<file path="config.mk">
export PLATFORM = sky130hd
export DESIGN_NAME = modbus_write_frame_queue_top
export DESIGN_NICKNAME = d
export VERILOG_FILES = /design/src/rtl/mwfq_pkg.sv /design/src/rtl/modbus_write_frame_queue_top.sv
export SDC_FILE = /design/constraint.sdc
export NUM_CORES = 2
export LEC_CHECK = 0
export BUFFER_PORTS_ARGS = -buffer_cell sky130_fd_sc_hd__clkbuf_2
export CAP_MARGIN = 10
export CORE_MARGIN = 2
export CORE_UTILIZATION = 30
export CTS_BUF_LIST = sky130_fd_sc_hd__clkbuf_8
export CTS_CLUSTER_SIZE = 10
export DETAILED_ROUTE_END_ITERATION = 6
export GPL_ROUTABILITY_DRIVEN = 0
export PLACE_DENSITY = 0.43
export SYNTH_ARGS = -nofsm -noshare
export SYNTH_HDL_FRONTEND = slang
export SYNTH_SLANG_ARGS = --single-unit
</file>
<file path="constraint.sdc">
create_clock -name clk -period 18.8 [get_ports clk]
set_input_delay 1.88 -clock clk [delete_from_list [all_inputs] [get_ports clk]]
set_output_delay 1.88 -clock clk [all_outputs]
set_load 0.02 [all_outputs]
</file>
<file path="src/rtl/mwfq_pkg.sv">
// Package with the shared types, frame constants and CRC step for the Modbus frame queue.
`default_nettype none

package mwfq_pkg;

    // Sequencer states.
    typedef enum logic [1:0] {
        ST_IDLE,
        ST_BUILD,
        ST_EMIT
    } mwfq_state_t;

    // Input operation codes.
    localparam logic OP_TEXT = 1'b0;
    localparam logic OP_TICK = 1'b1;

    // Frame layout.
    localparam logic [7:0] SLAVE_ID         = 8'h00;
    localparam logic [7:0] FUNC_WRITE_MULTI = 8'h10;
    localparam logic [7:0] COUNT_HIGH       = 8'h00;
    localparam int         HEADER_LEN       = 7;
    localparam int         FRAME_OVERHEAD   = 9;

    // Header byte positions.
    localparam int POS_SLAVE     = 0;
    localparam int POS_FUNC      = 1;
    localparam int POS_ADDR_HI   = 2;
    localparam int POS_ADDR_LO   = 3;
    localparam int POS_COUNT_HI  = 4;
    localparam int POS_COUNT_LO  = 5;
    localparam int POS_BYTE_CNT  = 6;

    // CRC-16/MODBUS.
    localparam logic [15:0] CRC_INIT = 16'hFFFF;
    localparam logic [15:0] CRC_POLY = 16'hA001;

    // Folds one byte into the running CRC, one bit per step.
    function automatic logic [15:0] crc16_byte(input logic [15:0] crc, input logic [7:0] b);
        logic [15:0] c;
        c = crc ^ {8'h00, b};
        for (int i = 0; i < 8; i++) begin
            c = c[0] ? ((c >> 1) ^ CRC_POLY) : (c >> 1);
        end
        return c;
    endfunction

endpackage

`default_nettype wire

</file>
<file path="src/rtl/modbus_write_frame_queue_top.sv">
// Modbus RTU write-multiple-registers frame builder with a ring of queued frames.
// Text bytes are taken while idle; the closing byte starts a build, unless the ring is full,
// that writes one frame byte per cycle through the frame memory write port, during which no item is taken.
// A tick with a queued frame holds off input until all its bytes are read, which output stalls delay;
// each byte passes the frame memory read register, then the output register, one byte per cycle while
// the output is taken, a rate set by the frame memory read port.
// Reset clears the slot pointers, text count, held address and handshake state, not the memories.
`default_nettype none

module modbus_write_frame_queue_top #(
    parameter int QUEUE_DEPTH = 8,
    parameter int MAX_TEXT    = 32
) (
    input  wire logic        clk,
    input  wire logic        rst_n,
    input  wire logic        in_valid,
    output logic             in_ready,
    input  wire logic        op,
    input  wire logic [7:0]  text_byte,
    input  wire logic        text_last,
    input  wire logic [15:0] widget_address,
    input  wire logic [5:0]  text_limit,
    output logic             out_valid,
    input  wire logic        out_ready,
    output logic [7:0]       tx_byte,
    output logic             frame_end
);
    import mwfq_pkg::*;

    localparam int FRAME_MAX = FRAME_OVERHEAD + ((MAX_TEXT + 1) / 2) * 2;
    localparam int LEN_W     = $clog2(FRAME_MAX + 1);
    localparam int SLOT_W    = $clog2(QUEUE_DEPTH);
    localparam int TC_W      = $clog2(MAX_TEXT + 1);
    localparam int TA_W      = $clog2(MAX_TEXT);
    localparam int FS_DEPTH  = QUEUE_DEPTH * FRAME_MAX;
    localparam int FS_AW     = $clog2(FS_DEPTH);

    // Memories.
    logic [7:0]       text_mem  [MAX_TEXT];
    logic [7:0]       frame_mem [FS_DEPTH];
    logic [LEN_W-1:0] len_mem   [QUEUE_DEPTH];

    // Control and datapath registers.
    mwfq_state_t       state_reg, state_next;
    logic [TC_W-1:0]   text_count_reg, text_count_next;
    logic [15:0]       held_addr_reg, held_addr_next;
    logic [TC_W-1:0]   n_reg, n_next;
    logic [LEN_W-1:0]  bytes_reg, bytes_next;
    logic [LEN_W-1:0]  pos_reg, pos_next;
    logic              wr_vld_reg, wr_vld_next;
    logic [LEN_W-1:0]  wr_pos_reg, wr_pos_next;
    logic              txt_ok_reg, txt_ok_next;
    logic [15:0]       crc_reg, crc_next;
    logic [SLOT_W-1:0] write_slot_reg, write_slot_next;
    logic [SLOT_W-1:0] read_slot_reg, read_slot_next;
    logic [LEN_W-1:0]  em_pos_reg, em_pos_next;
    logic              rd_valid_reg, rd_valid_next;
    logic              rd_last_reg, rd_last_next;
    logic              out_vld_reg, out_vld_next;
    logic [7:0]        tx_byte_reg, tx_byte_next;
    logic              frame_end_reg, frame_end_next;
    logic [7:0]        text_rdata_reg;
    logic [7:0]        fs_rdata_reg;
    logic [LEN_W-1:0]  len_rdata_reg;

    // Memory port controls.
    logic              tb_we, tb_re;
    logic [TA_W-1:0]   tb_waddr, tb_raddr;
    logic              fs_we, fs_re;
    logic [FS_AW-1:0]  fs_waddr, fs_raddr;
    logic [7:0]        fs_wdata;
    logic              len_we;
    logic              len_re;

    // Helper values.
    logic [TC_W-1:0]   lim;
    logic [TC_W-1:0]   count_inc;
    logic [TC_W:0]     n_plus;
    logic [SLOT_W-1:0] write_slot_inc;
    logic [SLOT_W-1:0] read_slot_inc;
    logic              queue_full;
    logic              queue_empty;
    logic [LEN_W-1:0]  text_end;
    logic [LEN_W-1:0]  last_pos;
    logic [LEN_W-1:0]  j_idx;
    logic [LEN_W-1:0]  t_idx;
    logic [7:0]        build_byte;
    logic              move;
    logic              room;

    assign in_ready  = (state_reg == ST_IDLE);
    assign out_valid = out_vld_reg;
    assign tx_byte   = tx_byte_reg;
    assign frame_end = frame_end_reg;

    // Ring pointer arithmetic.
    assign write_slot_inc = (write_slot_reg == SLOT_W'(QUEUE_DEPTH - 1)) ? '0
                                                                         : write_slot_reg + 1'b1;
    assign read_slot_inc  = (read_slot_reg == SLOT_W'(QUEUE_DEPTH - 1)) ? '0
                                                                        : read_slot_reg + 1'b1;
    assign queue_full  = (write_slot_inc == read_slot_reg);
    assign queue_empty = (write_slot_reg == read_slot_reg);

    // Text limit capped to the buffer size.
    assign lim = (text_limit > 6'(MAX_TEXT)) ? TC_W'(MAX_TEXT) : TC_W'(text_limit);

    // Frame positions of the end of text and of the CRC high byte.
    assign text_end = LEN_W'(HEADER_LEN) + bytes_reg;
    assign last_pos = text_end + 1'b1;

    // Text index for the byte issued this cycle: pairs are swapped.
    assign j_idx = pos_reg - LEN_W'(HEADER_LEN);
    assign t_idx = j_idx ^ LEN_W'(1);

    // Output stage: the read data register acts as a skid buffer.
    assign move = rd_valid_reg && (!out_vld_reg || out_ready);
    assign room = !rd_valid_reg || move;

    // Byte produced by the write stage of the build.
    always_comb begin
        build_byte = txt_ok_reg ? text_rdata_reg : 8'h00;
        if (wr_pos_reg == LEN_W'(POS_SLAVE)) begin
            build_byte = SLAVE_ID;
        end
        else if (wr_pos_reg == LEN_W'(POS_FUNC)) begin
            build_byte = FUNC_WRITE_MULTI;
        end
        else if (wr_pos_reg == LEN_W'(POS_ADDR_HI)) begin
            build_byte = held_addr_reg[15:8];
        end
        else if (wr_pos_reg == LEN_W'(POS_ADDR_LO)) begin
            build_byte = held_addr_reg[7:0];
        end
        else if (wr_pos_reg == LEN_W'(POS_COUNT_HI)) begin
            build_byte = COUNT_HIGH;
        end
        else if (wr_pos_reg == LEN_W'(POS_COUNT_LO)) begin
            build_byte = 8'(bytes_reg >> 1);
        end
        else if (wr_pos_reg == LEN_W'(POS_BYTE_CNT)) begin
            build_byte = 8'(bytes_reg);
        end
        else if (wr_pos_reg == text_end) begin
            build_byte = crc_reg[7:0];
        end
        else if (wr_pos_reg == last_pos) begin
            build_byte = crc_reg[15:8];
        end
    end

    // Next state, memory port controls and datapath updates.
    always_comb begin
        state_next      = state_reg;
        text_count_next = text_count_reg;
        held_addr_next  = held_addr_reg;
        n_next          = n_reg;
        bytes_next      = bytes_reg;
        pos_next        = pos_reg;
        wr_vld_next     = 1'b0;
        wr_pos_next     = pos_reg;
        txt_ok_next     = 1'b0;
        crc_next        = crc_reg;
        write_slot_next = write_slot_reg;
        read_slot_next  = read_slot_reg;
        em_pos_next     = em_pos_reg;
        rd_last_next    = rd_last_reg;
        count_inc       = text_count_reg;
        n_plus          = '0;
        tb_we           = 1'b0;
        tb_waddr        = text_count_reg[TA_W-1:0];
        tb_re           = 1'b0;
        tb_raddr        = t_idx[TA_W-1:0];
        fs_we           = 1'b0;
        fs_waddr        = FS_AW'(write_slot_reg) * FS_AW'(FRAME_MAX) + FS_AW'(wr_pos_reg);
        fs_wdata        = build_byte;
        fs_re           = 1'b0;
        fs_raddr        = FS_AW'(read_slot_reg) * FS_AW'(FRAME_MAX) + FS_AW'(em_pos_reg);
        len_we          = 1'b0;
        len_re          = 1'b0;

        case (state_reg)
            ST_IDLE:
            begin
                if (in_valid) begin
                    if (op == OP_TEXT) begin
                        // Collect one text byte and close the frame on the last one.
                        if (text_count_reg == '0) begin
                            held_addr_next = widget_address;
                        end
                        if (text_count_reg < lim) begin
                            tb_we     = 1'b1;
                            count_inc = text_count_reg + 1'b1;
                        end
                        text_count_next = count_inc;
                        if (text_last) begin
                            text_count_next = '0;
                            if (!queue_full) begin
                                n_plus     = {1'b0, count_inc} + 1'b1;
                                n_next     = count_inc;
                                bytes_next = LEN_W'({n_plus[TC_W:1], 1'b0});
                                pos_next   = '0;
                                crc_next   = CRC_INIT;
                                state_next = ST_BUILD;
                            end
                        end
                    end
                    else if (!queue_empty) begin
                        // Start emitting the oldest queued frame; its length is read now.
                        em_pos_next = '0;
                        len_re      = 1'b1;
                        state_next  = ST_EMIT;
                    end
                end
            end

            ST_BUILD:
            begin
                // Issue stage: read the text byte for this frame position.
                if (pos_reg <= last_pos) begin
                    wr_vld_next = 1'b1;
                    pos_next    = pos_reg + 1'b1;
                    if ((pos_reg >= LEN_W'(HEADER_LEN)) && (pos_reg < text_end)
                        && (t_idx < LEN_W'(n_reg))) begin
                        txt_ok_next = 1'b1;
                        tb_re       = 1'b1;
                    end
                end
                // Write stage: store the byte and fold it into the CRC.
                if (wr_vld_reg) begin
                    fs_we = 1'b1;
                    if (wr_pos_reg < text_end) begin
                        crc_next = crc16_byte(crc_reg, build_byte);
                    end
                    if (wr_pos_reg == last_pos) begin
                        len_we          = 1'b1;
                        write_slot_next = write_slot_inc;
                        state_next      = ST_IDLE;
                    end
                end
            end

            ST_EMIT:
            begin
                // Read one frame byte whenever the skid register has room.
                if (em_pos_reg == len_rdata_reg) begin
                    read_slot_next = read_slot_inc;
                    state_next     = ST_IDLE;
                end
                else if (room) begin
                    fs_re        = 1'b1;
                    rd_last_next = (em_pos_reg == len_rdata_reg - 1'b1);
                    em_pos_next  = em_pos_reg + 1'b1;
                end
            end

            default:
            begin
                state_next = ST_IDLE;
            end
        endcase
    end

    // Output register and skid tracking.
    always_comb begin
        rd_valid_next  = fs_re ? 1'b1 : (move ? 1'b0 : rd_valid_reg);
        out_vld_next   = move ? 1'b1 : (out_ready ? 1'b0 : out_vld_reg);
        tx_byte_next   = move ? fs_rdata_reg : tx_byte_reg;
        frame_end_next = move ? rd_last_reg : frame_end_reg;
    end

    // Control registers.
    always_ff @(posedge clk or negedge rst_n) begin
        if (!rst_n) begin
            state_reg      <= ST_IDLE;
            text_count_reg <= '0;
            held_addr_reg  <= '0;
            write_slot_reg <= '0;
            read_slot_reg  <= '0;
            wr_vld_reg     <= 1'b0;
            rd_valid_reg   <= 1'b0;
            out_vld_reg    <= 1'b0;
        end
        else begin
            state_reg      <= state_next;
            text_count_reg <= text_count_next;
            held_addr_reg  <= held_addr_next;
            write_slot_reg <= write_slot_next;
            read_slot_reg  <= read_slot_next;
            wr_vld_reg     <= wr_vld_next;
            rd_valid_reg   <= rd_valid_next;
            out_vld_reg    <= out_vld_next;
        end
    end

    // Payload registers.
    always_ff @(posedge clk) begin
        n_reg         <= n_next;
        bytes_reg     <= bytes_next;
        pos_reg       <= pos_next;
        wr_pos_reg    <= wr_pos_next;
        txt_ok_reg    <= txt_ok_next;
        crc_reg       <= crc_next;
        em_pos_reg    <= em_pos_next;
        rd_last_reg   <= rd_last_next;
        tx_byte_reg   <= tx_byte_next;
        frame_end_reg <= frame_end_next;
    end

    // Text buffer memory.
    always_ff @(posedge clk) begin
        if (tb_we) begin
            text_mem[tb_waddr] <= text_byte;
        end
        if (tb_re) begin
            text_rdata_reg <= text_mem[tb_raddr];
        end
    end

    // Frame store memory.
    always_ff @(posedge clk) begin
        if (fs_we) begin
            frame_mem[fs_waddr] <= fs_wdata;
        end
        if (fs_re) begin
            fs_rdata_reg <= frame_mem[fs_raddr];
        end
    end

    // Frame length table, one entry per slot, read when a tick is accepted.
    always_ff @(posedge clk) begin
        if (len_we) begin
            len_mem[write_slot_reg] <= last_pos + 1'b1;
        end
        if (len_re) begin
            len_rdata_reg <= len_mem[read_slot_reg];
        end
    end

    // A frame is only built into a slot that leaves the ring short of full.
    assert property (@(posedge clk) disable iff (!rst_n)
        (state_reg == ST_BUILD) |-> !queue_full)
        else $error("frame build started with a full queue");

    // Emitting needs a queued frame.
    assert property (@(posedge clk) disable iff (!rst_n)
        (state_reg == ST_EMIT) |-> !queue_empty)
        else $error("frame emit with an empty queue");

    // A frame memory read never overwrites an unconsumed byte.
    assert property (@(posedge clk) disable iff (!rst_n)
        fs_re |-> (!rd_valid_reg || move))
        else $error("frame byte overwritten in skid register");

    // Finishing a build advances the write slot.
    assert property (@(posedge clk) disable iff (!rst_n)
        (state_reg == ST_BUILD && wr_vld_reg && wr_pos_reg == last_pos)
        |=> (write_slot_reg != $past(write_slot_reg)))
        else $error("write slot did not advance after build");

    // Frame memory is never read and written in the same cycle.
    assert property (@(posedge clk) disable iff (!rst_n)
        !(fs_we && fs_re))
        else $error("frame memory read and write overlap");

endmodule

`default_nettype wire

</file>
== Word-level counts from Yosys, hierarchy flattened ==
Memory sizes are Yosys's and may differ from the RTL's. A register that Yosys moved wholly into a read port is not among the register bits.
Index checks and enable logic that the tools add are counted.

* Memories kept: 3
* Flip-flop bits (word level): 89
* Input port bits: 36
* Logic and storage cells: 197
* Latch bits: 0
* Bits in read-only memories: 0
* Output and inout port bits: 11
* Memory bits (writable): 2,928

{| class="wikitable"
|+ Memories
! memory !! depth !! bits a word !! read ports !! clocked after Yosys merged registers in !! write ports !! line !! source
|-
| frame_mem || 328 || 8 || 1 || 1 || 1 || modbus_write_frame_queue_top.sv:40 || <nowiki>logic [7:0] frame_mem [FS_DEPTH];</nowiki>
|-
| text_mem || 32 || 8 || 1 || 1 || 1 || modbus_write_frame_queue_top.sv:39 || <nowiki>logic [7:0] text_mem [MAX_TEXT];</nowiki>
|-
| len_mem || 8 || 6 || 1 || 1 || 1 || modbus_write_frame_queue_top.sv:41 || <nowiki>logic [LEN_W-1:0] len_mem [QUEUE_DEPTH];</nowiki>
|}

* Shifts and indexed selects: 0
* Muxes and demuxes: 85
* $add $sub $neg: 13
* Order comparisons: 7
* Equality and inequality tests: 32
* Multiply operators: 2
* Reduce and logical (&&, ||, !) cells: 24
* Bitwise operators: 13
* Divide/modulo/power cells: 0

{| class="wikitable"
|+ Operator list
! operator !! number
|-
| two-way mux 16 bit || 14
|-
| two-way mux 6 bit || 16
|-
| two-way mux 8 bit || 10
|-
| adder 6 x 1 -> 6 bit, second input constant || 6
|-
| one-hot mux 16 bit (2 select lines) || 1
|-
| two-way mux 1 bit || 31
|-
| == test 6 bit || 4
|-
| < comparator 6 bit || 4
|-
| NOT 2 -> 3 bit || 8
|-
| one-hot mux 6 bit (2 select lines) || 2
|-
| inequality test 2 bit, second input constant || 11
|-
| adder 9 x 6 -> 9 bit || 2
|-
| == test 6 x 3 -> 1 bit, second input constant || 3
|-
| multiplier 3 x 6 -> 9 bit, second input constant || 2
|-
| two-way mux 2 bit || 8
|-
| XOR 16 x 8 -> 16 bit || 1
|-
| AND reduction 7 bit || 2
|-
| == test 6 x 2 -> 1 bit, second input constant || 2
|-
| logical NOT 6 bit || 2
|-
| AND reduction 6 bit || 2
|-
| AND reduction 3 bit || 3
|-
| nonzero test 2 bit || 4
|-
| adder 3 x 1 -> 3 bit, second input constant || 2
|-
| adder 3 x 6 -> 6 bit, first input constant || 1
|-
| other kinds (23) || 35
|}

== Longest topological paths before layout ==
* Depth in word-level cells: 32
* Mapped depth: 16
* Mapped depth without buffers: 16

== Worst setup path after synthesis ==
No wires, ideal clock.

* Path kind: flip-flop to flip-flop
* From: register bytes_reg[1]
* To: memory frame_mem[0][4], data pin
* Stages on the path, launching flop included: 12
* Library setup time: 2.857 ns
* Slack: 0.357 ns
* Buffers on the path: 1
* Data required time: 15.943 ns
* Data arrival time: 15.586 ns
* Period minus slack after synthesis: 18.443 ns
* Cells stage by stage: edfxtp_1 > inv_1 > ha_1 > or4_1 > o21ai_0 > a21oi_2 > xnor3_2 > buf_6 > a21o_1 > a31oi_1 > o21ai_0 > a21boi_0

* Cells in the longest elaborated chain, start to end: 12
* Elaborated cells between the ends (all ways): 13
* Classes of those cells: 2 x add/sub; 2 x eq/ne; 9 x mux

{| class="wikitable"
|+ RTL lines
! item !! line !! source
|-
| start, declared || modbus_write_frame_queue_top.sv:48 || <nowiki>logic [LEN_W-1:0] bytes_reg, bytes_next;</nowiki>
|-
| start signal, assigned || modbus_write_frame_queue_top.sv:298 || <nowiki>bytes_reg <= bytes_next;</nowiki>
|-
| adder 3 x 6 -> 6 bit (*) || modbus_write_frame_queue_top.sv:108 || <nowiki>assign text_end = LEN_W'(HEADER_LEN) + bytes_reg;</nowiki>
|-
| adder 6 x 1 -> 6 bit || modbus_write_frame_queue_top.sv:109 || <nowiki>assign last_pos = text_end + 1'b1;</nowiki>
|-
| == test 6 bit || modbus_write_frame_queue_top.sv:146 || <nowiki>else if (wr_pos_reg == last_pos) begin</nowiki>
|-
| two-way mux 8 bit || modbus_write_frame_queue_top.sv:146 ||
|-
| two-way mux 8 bit (*) || modbus_write_frame_queue_top.sv:143 || <nowiki>else if (wr_pos_reg == text_end) begin</nowiki>
|-
| two-way mux 8 bit (*) || modbus_write_frame_queue_top.sv:140 || <nowiki>else if (wr_pos_reg == LEN_W'(POS_BYTE_CNT)) begin</nowiki>
|-
| two-way mux 8 bit (*) || modbus_write_frame_queue_top.sv:137 || <nowiki>else if (wr_pos_reg == LEN_W'(POS_COUNT_LO)) begin</nowiki>
|-
| two-way mux 8 bit (*) || modbus_write_frame_queue_top.sv:134 || <nowiki>else if (wr_pos_reg == LEN_W'(POS_COUNT_HI)) begin</nowiki>
|-
| two-way mux 8 bit (*) || modbus_write_frame_queue_top.sv:131 || <nowiki>else if (wr_pos_reg == LEN_W'(POS_ADDR_LO)) begin</nowiki>
|-
| two-way mux 8 bit (*) || modbus_write_frame_queue_top.sv:128 || <nowiki>else if (wr_pos_reg == LEN_W'(POS_ADDR_HI)) begin</nowiki>
|-
| two-way mux 8 bit (*) || modbus_write_frame_queue_top.sv:125 || <nowiki>else if (wr_pos_reg == LEN_W'(POS_FUNC)) begin</nowiki>
|-
| two-way mux 8 bit (*) || modbus_write_frame_queue_top.sv:122 || <nowiki>if (wr_pos_reg == LEN_W'(POS_SLAVE)) begin</nowiki>
|-
| named net build_byte[4] || modbus_write_frame_queue_top.sv:87 || <nowiki>logic [7:0] build_byte;</nowiki>
|-
| end, declared || modbus_write_frame_queue_top.sv:40 ||
|}

The timed path passes the listed nets; every way through them passes the cells marked *.

== Final worst setup path ==
* From: register read_slot_reg[0]
* To: register fs_rdata_reg[3], read port of frame_mem, data pin

* Cells in the longest elaborated chain, start to end: 2

{| class="wikitable"
|+ RTL lines
! item !! line !! source
|-
| start, declared || modbus_write_frame_queue_top.sv:55 || <nowiki>logic [SLOT_W-1:0] read_slot_reg, read_slot_next;</nowiki>
|-
| start signal, assigned || modbus_write_frame_queue_top.sv:288 || <nowiki>read_slot_reg <= read_slot_next;</nowiki>
|-
| multiplier 3 x 6 -> 9 bit || modbus_write_frame_queue_top.sv:177 || <nowiki>fs_raddr = FS_AW'(read_slot_reg) * FS_AW'(FRAME_MAX) + FS_AW'(em_pos_reg);</nowiki>
|-
| adder 9 x 6 -> 9 bit || modbus_write_frame_queue_top.sv:177 ||
|-
| end, declared || modbus_write_frame_queue_top.sv:63 || <nowiki>logic [7:0] fs_rdata_reg;</nowiki>
|}

Every way passes these cells.
A chain may end at the register's enable or synchronous reset.

==> results.sh <==
export IMPL_outcome="complete, no violations"
export IMPL_drt_iter0_drc=4978
export IMPL_combPwrFrac_pct=47.7
export IMPL_top_register="frame_mem"
export IMPL_routed_wl_um=333000
export IMPL_ys_types=73
export IMPL_switching_share_pct=38.4
export IMPL_mostFrequentLayoutCell="edfxtp_1"
export IMPL_io_buffers=46
export IMPL_min_to="frame_end"
export IMPL_critPathBufInv=5
export IMPL_finalSetupTns_ns=0
export IMPL_pwr_share_seq_pct=30.2
export IMPL_cts_setup_buffers=0
export IMPL_htreeDepth=6
export IMPL_slew_viol_final=0
export IMPL_synth_top_family_by_area="multiplexers"
export IMPL_rows=231
export IMPL_async_flop_share_pct=1.09
export IMPL_layout_common_cells="edfxtp_1 (2990), mux4_2 (930), clkbuf_8 (548)"
export IMPL_required_ns=19.66
export IMPL_cts_buffer_depth=4
export IMPL_slowest_delay_ns=0.88
export IMPL_layout_nets=5923
export IMPL_p_int_mw=15.6
export IMPL_die_h_um=635
export IMPL_cts_root_buf="clkbuf_8"
export IMPL_p_leak_nw=43.1
export IMPL_maxCapViolCount=0
export IMPL_startpoint_type="flop"
export IMPL_tritoncts="done"
export IMPL_r2r_end="fs_rdata_reg[3]"
export IMPL_crit_chain="buf_4 -> ha_4 -> buf_4 -> buf_4 -> buf_12 -> buf_4 -> mux4_2 -> mux4_2 -> mux4_2 -> o21ai_0 -> o22ai_1"
export IMPL_synth_adder_area_share_pct=0.736
export IMPL_hold_start="rd_last_reg"
export IMPL_area_delta_synth_final_pct=13.9
export IMPL_syn_inst=5390
export IMPL_fin_crit_sh_pct=38.7
export IMPL_worst_pin_slew_ns=1.48
export IMPL_rsz0062_at_grt="false"
export IMPL_place_ws_ns=11.37
export IMPL_drtAntennaViolNets=0
export IMPL_r2r_cells=11
export IMPL_synth_area_top_cells="edfxtp_1 (75%), mux4_2 (18%), nor2_1 (1.3%)"
export IMPL_p_total_mw=25.3
export IMPL_grt_pass1_vias=59800
export IMPL_yosysTopAreaCell="edfxtp_1"
export IMPL_synth_area_sq_um=119000
export IMPL_dr_pass1_iters=7
export IMPL_critical_path_most_common_cell="buf_4"
export IMPL_p_switching_mw=9.72
export IMPL_max_clock_freq_mhz=138
export IMPL_drive_gt1_share_pct=29.7
export IMPL_clkSinkCount=3030
export IMPL_ys_warn_count=0
export IMPL_r2r_start="read_slot_reg[0]"
export IMPL_antenna_found_initial=17
export IMPL_design_area_sq_um=136000
export IMPL_period_needed_ns=7.27
export IMPL_hold_buffers=0
export IMPL_grt_max_degree=209
export IMPL_ys_seq_elements=3030
export IMPL_pin_count=47
export IMPL_postLayoutCoreUtil_pct=34.3
export IMPL_top_regs="frame_mem: 2624 flops, text_mem: 256 flops, len_mem: 40 flops"
export IMPL_ys_seq_area_share_pct=76.0
export IMPL_num_vias=56900
export IMPL_vias_per_cell=4.96
export IMPL_synthMuxAreaShare_pct=18.0
export IMPL_initial_core_util_pct=30.1
export IMPL_cp_end_kind="flop"
export IMPL_synth_edf_count=2990
export IMPL_r2r_slack_ns=11.53
export IMPL_yosysTopAreaCellShare_pct=75.2
export IMPL_die_x_um=635
export IMPL_hold_depth=0
export IMPL_worst_path_dominant_cell_family="buffers and inverters"
export IMPL_dpl_cell_area_sq_um=126000
export IMPL_dieArea_sq_um=403000
export IMPL_synth_xor_area_share_pct=0.621
export IMPL_hold_violations=0
export IMPL_fin_ws_ns=11.53
export IMPL_path_class="flop to flop"
export IMPL_critPathSlowestCell="ha_4"
export IMPL_p_per_area_nw_per_um2=186
export IMPL_fillCellCount=37100
export IMPL_synth_compound_area_share_pct=0.986
export IMPL_cts_resized=0
export IMPL_grt_usage_pct=16.4
export IMPL_skew_ns=0.118
export IMPL_critPathArrivalTime_ns=8.13
export IMPL_cts_clk_slew_worst_paths_ns=0.06
export IMPL_drc=0
export IMPL_grt_pass1_wl_um=469000
export IMPL_peakVddDrop_v=0.000399
export IMPL_core_area_sq_um=396000
export IMPL_gr_total_overflow=0
export IMPL_power_clock_fraction_pct=22.1
export IMPL_syn_num_nets=5495
export IMPL_hp_class="flop to flop"
export IMPL_slew_headroom_pct=1.04
export IMPL_cts_inserted_buffers=542
export IMPL_avgSynthCellArea_sq_um=22.1
export IMPL_wire_per_inst_um=29.0
export IMPL_cp_max_fo=86
export IMPL_synthFlopType="edfxtp_1"
export IMPL_largest_reg_flops=2624
export IMPL_insertion_delay_ns=1.18
export IMPL_finalSetupViolCount=0
export IMPL_synthSimpleGateAreaFrac_pct=2.53
export IMPL_dp_hpwl_um=194000
[through the flow]
step	instances	hold slack, ns
6_report	11500	0.443
5_1_grt	11500	0.445
4_1_cts	11500	0.445
3_5_place_dp	10500	0.432
3_3_place_gp	10500	0.431
2_1_floorplan	5390	0.375
[cells in the mapped netlist (all sizes together) (8+ instances only)]
cell type,instances
mux4,930
o21ai,45
a21oi,46
a21o,14
inv,42
edfxtp,2990
xor2,27
a22oi,20
ha,67
nor3,16
nand2,153
nor2,420
nor2b,15
mux2,27
and3,10
clkbuf,207
a31oi,8
and2,8
nand2b,24
dfrtp,33
nand3,34
buf,86
mux2i,23
xnor2,46
[metal layers]
metal	vias to the layer above	global-route usage, %	wire [um]
met1	31300	23.5	152000
li1	23500	-	-
met5	-	0	0
met3	482	2.70	16400
met2	1619	26.0	157000
met4	0	3.79	6920
[area by class of cell]
| cell class | count | area, sq um | share of cell area (%) |
|---|---|---|---|
| multi-input cells | 2024 | 27600 | 20.3 |
| inverters | 43 | 169 | 0.124 |
| clock inverters | 399 | 2010 | 1.48 |
| repair buffers | 177 | 1330 | 0.978 |
| flip-flops and latches | 3030 | 90800 | 66.8 |
| diodes | 11 | 27.5 | 0.0202 |
| well taps | 5242 | 6560 | 4.82 |
| clock buffers | 548 | 7540 | 5.55 |
[cell families after synthesis]
| logic type | count (synthesis) |
|---|---|
| xor gates and xnor gates | 77 |
| DFF | 3030 |
| buffers and inverters | 336 |
| and+or+nand+nor | 716 |
| AOI/OAI and AO/OA | 182 |
| adders and majority gates | 69 |
| muxes | 980 |
[worst max path at each step]
stage,from,to,slack (ns),cells after the start
after CTS,read_slot_reg[0],fs_rdata_reg[3],11.37,11
after floorplan,bytes_reg[1],frame_mem[0][4],0.36,11
after global placement,read_slot_reg[0],fs_rdata_reg[6],11.27,13
after global routing,read_slot_reg[0],fs_rdata_reg[3],11.00,11
final,read_slot_reg[0],fs_rdata_reg[3],11.53,11
after detailed placement,read_slot_reg[0],fs_rdata_reg[3],11.37,11
[power by group through the flow]
stage	Sequential (mW)	Clock, mW	Combinational [mW]
2_1_floorplan	7.81	0	7.56
3_3_place_gp	7.79	0	12.5
3_5_place_dp	7.80	0	12.4
4_1_cts	7.66	5.77	12.4
5_1_grt	7.66	6.06	12.7
6_report	7.65	5.59	12.1
(Power assumes the default switching activity.)
